--- config.mk ---
export PLATFORM = sky130hd
export DESIGN_NAME = rpa_addr_check
export DESIGN_NICKNAME = d
export VERILOG_FILES = /design/src/refcounted_page_allocator_unit_defines.svh /design/src/rpa_pkg.sv /design/src/rpa_addr_check.sv
export SDC_FILE = /design/constraint.sdc
export NUM_CORES = 1
export LEC_CHECK = 0
export BUFFER_PORTS_ARGS = -buffer_cell sky130_fd_sc_hd__buf_4
export CAP_MARGIN = 30
export CORE_MARGIN = 2
export CORE_UTILIZATION = 30
export DETAILED_ROUTE_END_ITERATION = 16
export GPL_TIMING_DRIVEN = 0
export PLACE_DENSITY_LB_ADDON = 0.15
export SYNTH_ARGS = -nofsm -noshare
export SYNTH_HDL_FRONTEND = slang
export SYNTH_SLANG_ARGS = --single-unit
--- constraint.sdc ---
create_clock -name vclk -period 3.8
set_input_delay 0.38 -clock vclk [all_inputs]
set_output_delay 0.38 -clock vclk [all_outputs]
set_load 0.01 [all_outputs]
--- src/refcounted_page_allocator_unit_defines.svh ---
// Assertion macros used by the page allocator top level.
`ifndef REFCOUNTED_PAGE_ALLOCATOR_UNIT_DEFINES_SVH
`define REFCOUNTED_PAGE_ALLOCATOR_UNIT_DEFINES_SVH

// Same-cycle implication, disabled in reset.
`define RPA_ASSERT_NOW(lbl, ante, cons, msg) \
	lbl: assert property (@(posedge clk) disable iff (!arst_n) (ante) |-> (cons)) \
		else $error(msg);

// Next-cycle implication, disabled in reset.
`define RPA_ASSERT_NEXT(lbl, ante, cons, msg) \
	lbl: assert property (@(posedge clk) disable iff (!arst_n) (ante) |=> (cons)) \
		else $error(msg);

`endif

--- src/rpa_pkg.sv ---
// Shared types, codes and defaults for the page allocator.
`default_nettype none
package rpa_pkg;

	localparam int ADDR_W = 34;
	localparam int CNT_W  = 16;

	localparam int NUM_PAGES_DEF  = 32768;
	localparam int PAGE_BYTES_DEF = 4096;

	localparam logic [ADDR_W-1:0] FREE_FLOOR_RST = 34'h080000000;
	localparam logic [ADDR_W-1:0] BASE_ADDR_RST  = 34'h080000000;

	// operation codes
	localparam logic [1:0] OP_ALLOC      = 2'd0;
	localparam logic [1:0] OP_FREE       = 2'd1;
	localparam logic [1:0] OP_ADD_REF    = 2'd2;
	localparam logic [1:0] OP_READ_COUNT = 2'd3;

	// status codes
	localparam logic [1:0] ST_OK       = 2'd0;
	localparam logic [1:0] ST_OOM      = 2'd1;
	localparam logic [1:0] ST_BAD_ADDR = 2'd2;
	localparam logic [1:0] ST_FULL     = 2'd3;

	// configuration register indexes
	localparam logic REG_FREE_FLOOR = 1'b0;
	localparam logic REG_BASE_ADDR  = 1'b1;

	typedef struct packed {
		logic in_region;
		logic aligned;
		logic above_floor;
	} rpa_chk_t;

endpackage
`default_nettype wire

--- src/rpa_addr_check.sv ---
// Address decode: region, alignment and floor checks plus page index.
`default_nettype none
module rpa_addr_check #(
	parameter int NUM_PAGES  = rpa_pkg::NUM_PAGES_DEF,
	parameter int PAGE_BYTES = rpa_pkg::PAGE_BYTES_DEF
) (
	input  wire logic [rpa_pkg::ADDR_W-1:0]    page_addr,
	input  wire logic [rpa_pkg::ADDR_W-1:0]    base_address,
	input  wire logic [rpa_pkg::ADDR_W-1:0]    free_floor,
	output rpa_pkg::rpa_chk_t                  chk,
	output logic      [$clog2(NUM_PAGES)-1:0]  idx
);
	import rpa_pkg::*;

	localparam int IDX_W      = $clog2(NUM_PAGES);
	localparam int PAGE_SHIFT = $clog2(PAGE_BYTES);

	logic [ADDR_W-1:0] off;
	logic [ADDR_W-1:0] pgn;

	assign off = page_addr - base_address;
	assign pgn = off >> PAGE_SHIFT;

	// top of region never wraps: offset in pages against the page count
	assign chk.in_region   = (page_addr >= base_address) && (pgn < ADDR_W'(NUM_PAGES));
	assign chk.aligned     = (page_addr[PAGE_SHIFT-1:0] == '0);
	assign chk.above_floor = (page_addr >= free_floor);
	assign idx             = pgn[IDX_W-1:0];

endmodule
`default_nettype wire

==> results.json <==
{
  "ios": 120,
  "setup_viol": 0,
  "place_ws_ns": 0.3034,
  "dieWidth_um": 99.53,
  "startpoint": "page_addr[8]",
  "drt-met1-wl_mm": 4.286,
  "hold_class": "in2out",
  "drt-total-wl_mm": 8.486,
  "timing.final.ws_setup_ns": 0.3698,
  "maxCapViolCount": 0,
  "crit_type": "in2out",
  "status": "completed",
  "layout_commonest_cell": "buf_4",
  "leakage_nw": 2.105,
  "post-dp-hpwl_mm": 7.583,
  "total_power_w": 0.0005456,
  "grt_pass1_vias": 3086,
  "required_ns": 3.42,
  "dieArea_um2": 9905,
  "end_kind": "output port",
  "synth_cells": 401,
  "p_int_w": 0.0002667,
  "finalHoldViolations": 0,
  "ctsResizeCount": 0,
  "grt_usage_pct": 16.78,
  "seq_area_frac_synth_pct": 0,
  "antenna_found_initial": 0,
  "power_density_nw_per_um2": 144.6,
  "antenna_cells": 0,
  "drc": 0,
  "worst_slew_margin_rel_pct": 39.95,
  "seqCellArea_um2": 0,
  "core_area_um2": 8806,
  "tightest_slew_ns": 0.8780,
  "min_from": "page_addr[0]",
  "grt_first_pass_wirelength_mm": 14.15,
  "switching_power_w": 0.0002789,
  "drt-pass1-iter-count": 5,
  "yosys.cell_types.count": 52,
  "wl_per_cell_um": 13.49,
  "cts_setup_buffers": 0,
  "syn_to_final_growth_pct": 37.84,
  "via_count": 3201,
  "start_util_pct": 31.09,
  "nClkBuffers": 0,
  "worstPathMaxFanout": 5,
  "rsz0062_at_grt": "false",
  "topRoutingLayerUsed": "met4",
  "port_buffers": 120,
  "timing.hold.ws_ns": 1.177,
  "core.rowCount": 34,
  "max_freq_ghz": 0.2915,
  "postCtsHoldBufs": 0,
  "die_height_um": 99.53,
  "peakVddDrop_v": 0.00005841,
  "drtAntennaViolNets": 0,
  "fin_tns_setup_ns": 0,
  "gp_congestion": 0.8014,
  "maxSlewViolCount": 0,
  "wl_met3_um": 520,
  "drt_first_iter_violations": 92,
  "p_comb_share_pct": 100.0,
  "arrival_ns": 3.05,
  "clkPwrFrac_pct": 0,
  "wl_met2_mm": 3.628,
  "yosys_warnings": 0,
  "routed_via_density": 5.089,
  "nFlopsAndLatches": 0,
  "synth_nets": 571,
  "mostFrequentLayoutCells": "buf_4 (120), inv_1 (76), ha_1 (68)",
  "start_kind": "primary input",
  "period_minus_slack_ns": 3.430,
  "netlist_area_um2": 2738,
  "grt_max_degree": 9,
  "p_sw_share_pct": 51.11,
  "drive_gt1_share_pct": 26.10,
  "finalNetCount": 693,
  "seqPwrFrac_pct": 0,
  "avgSynthCellArea_um2": 6.827,
  "period_share_pct": 90.27,
  "grt_overflow": 0
}
## cell usage after synthesis (2+ instances only)
master     count  share of area, %
o21a_1         5               1.4
a21boi_0       3              0.82
a211oi_2       2              0.91
a2111oi_0      2              0.64
a211oi_1       4               1.1
xor2_1         5               1.6
and3_1         4              0.91
o21ai_0       23               4.2
nand2_1       18               2.5
nor2_1        23               3.2
and2_1         3              0.69
o21ai_1        2              0.37
inv_1         76                10
nand3_1       11               2.0
a31oi_1        5               1.1
and4_1         6               1.9
a21o_1        18               4.9
o31ai_1        3              0.82
nor4_1         4              0.91
o21bai_1       4               1.1
nor3_1         7               1.3
ha_1          68                31
mux2_4         2               1.1
a21oi_1       40               7.3
nor2b_1       10               2.3
nand2b_1       6               1.4
xnor2_1        6               1.9
clkbuf_1       3              0.41
nand4_1       12               2.7
a21oi_2        4               1.3
## layout make-up
cell class | count | area, um^2
buffer | 5 | 21.27
timing repair buffer | 120 | 900.9
multi-input combinational | 320 | 2431
fill | 965 | 5032
tap | 108 | 135.1
inverter | 76 | 285.3
## cell families after synthesis
logic type	synth area share (%)
multiplexers	1.463
AND/OR/NAND/NOR	22.21
XOR/XNOR	3.519
buffers and inverters	11.20
adder cells (fa/ha/maj)	31.08
AO/OA/AOI/OAI	30.53
## path summary, 6_finish.rpt
kind                  depth (start not counted)  slack [ns]  endpoint
worst min-delay path                          4        1.18    chk[1]
worst max-delay path                         12        0.37    chk[2]
## metrics by stage
step,cell area [um^2],instances,utilization [%]
final,3774,629,42.85
after global routing,3774,629,42.85
after CTS,3774,629,42.85
after detailed placement,3774,629,42.85
after global placement,3774,629,42.85
after floorplan,2738,401,-
## routing by layer
metal / GRT usage, % / vias to the layer above
met5: 0 / -
met4: 0.9484 / 0
met3: 1.124 / 4
met1: 25.22 / 1403
li1: - / 1684
met2: 27.44 / 110
## critical path: stages
cell      delay (ns)
buf_4           0.12
ha_1            0.33
nand2_1         0.06
o21ai_0         0.26
nand4_1         0.21
and3b_1         0.24
nor2_2          0.31
a311oi_4        0.17
o21ai_1         0.28
mux2_4          0.33
nor4_2          0.17
buf_4           0.17
## power groups by stage
| stage | sequential (W) | combinational [W] | clock [W] |
|---|---|---|---|
| 3_5_place_dp | 0 | 0.000547 | 0 |
| 4_1_cts | 0 | 0.000550 | 0 |
| 5_1_grt | 0 | 0.000616 | 0 |
| 2_1_floorplan | 0 | 0.000323 | 0 |
| 3_3_place_gp | 0 | 0.000543 | 0 |
| 6_report | 0 | 0.000546 | 0 |
Note: power is estimated with default switching activity, not from simulation.
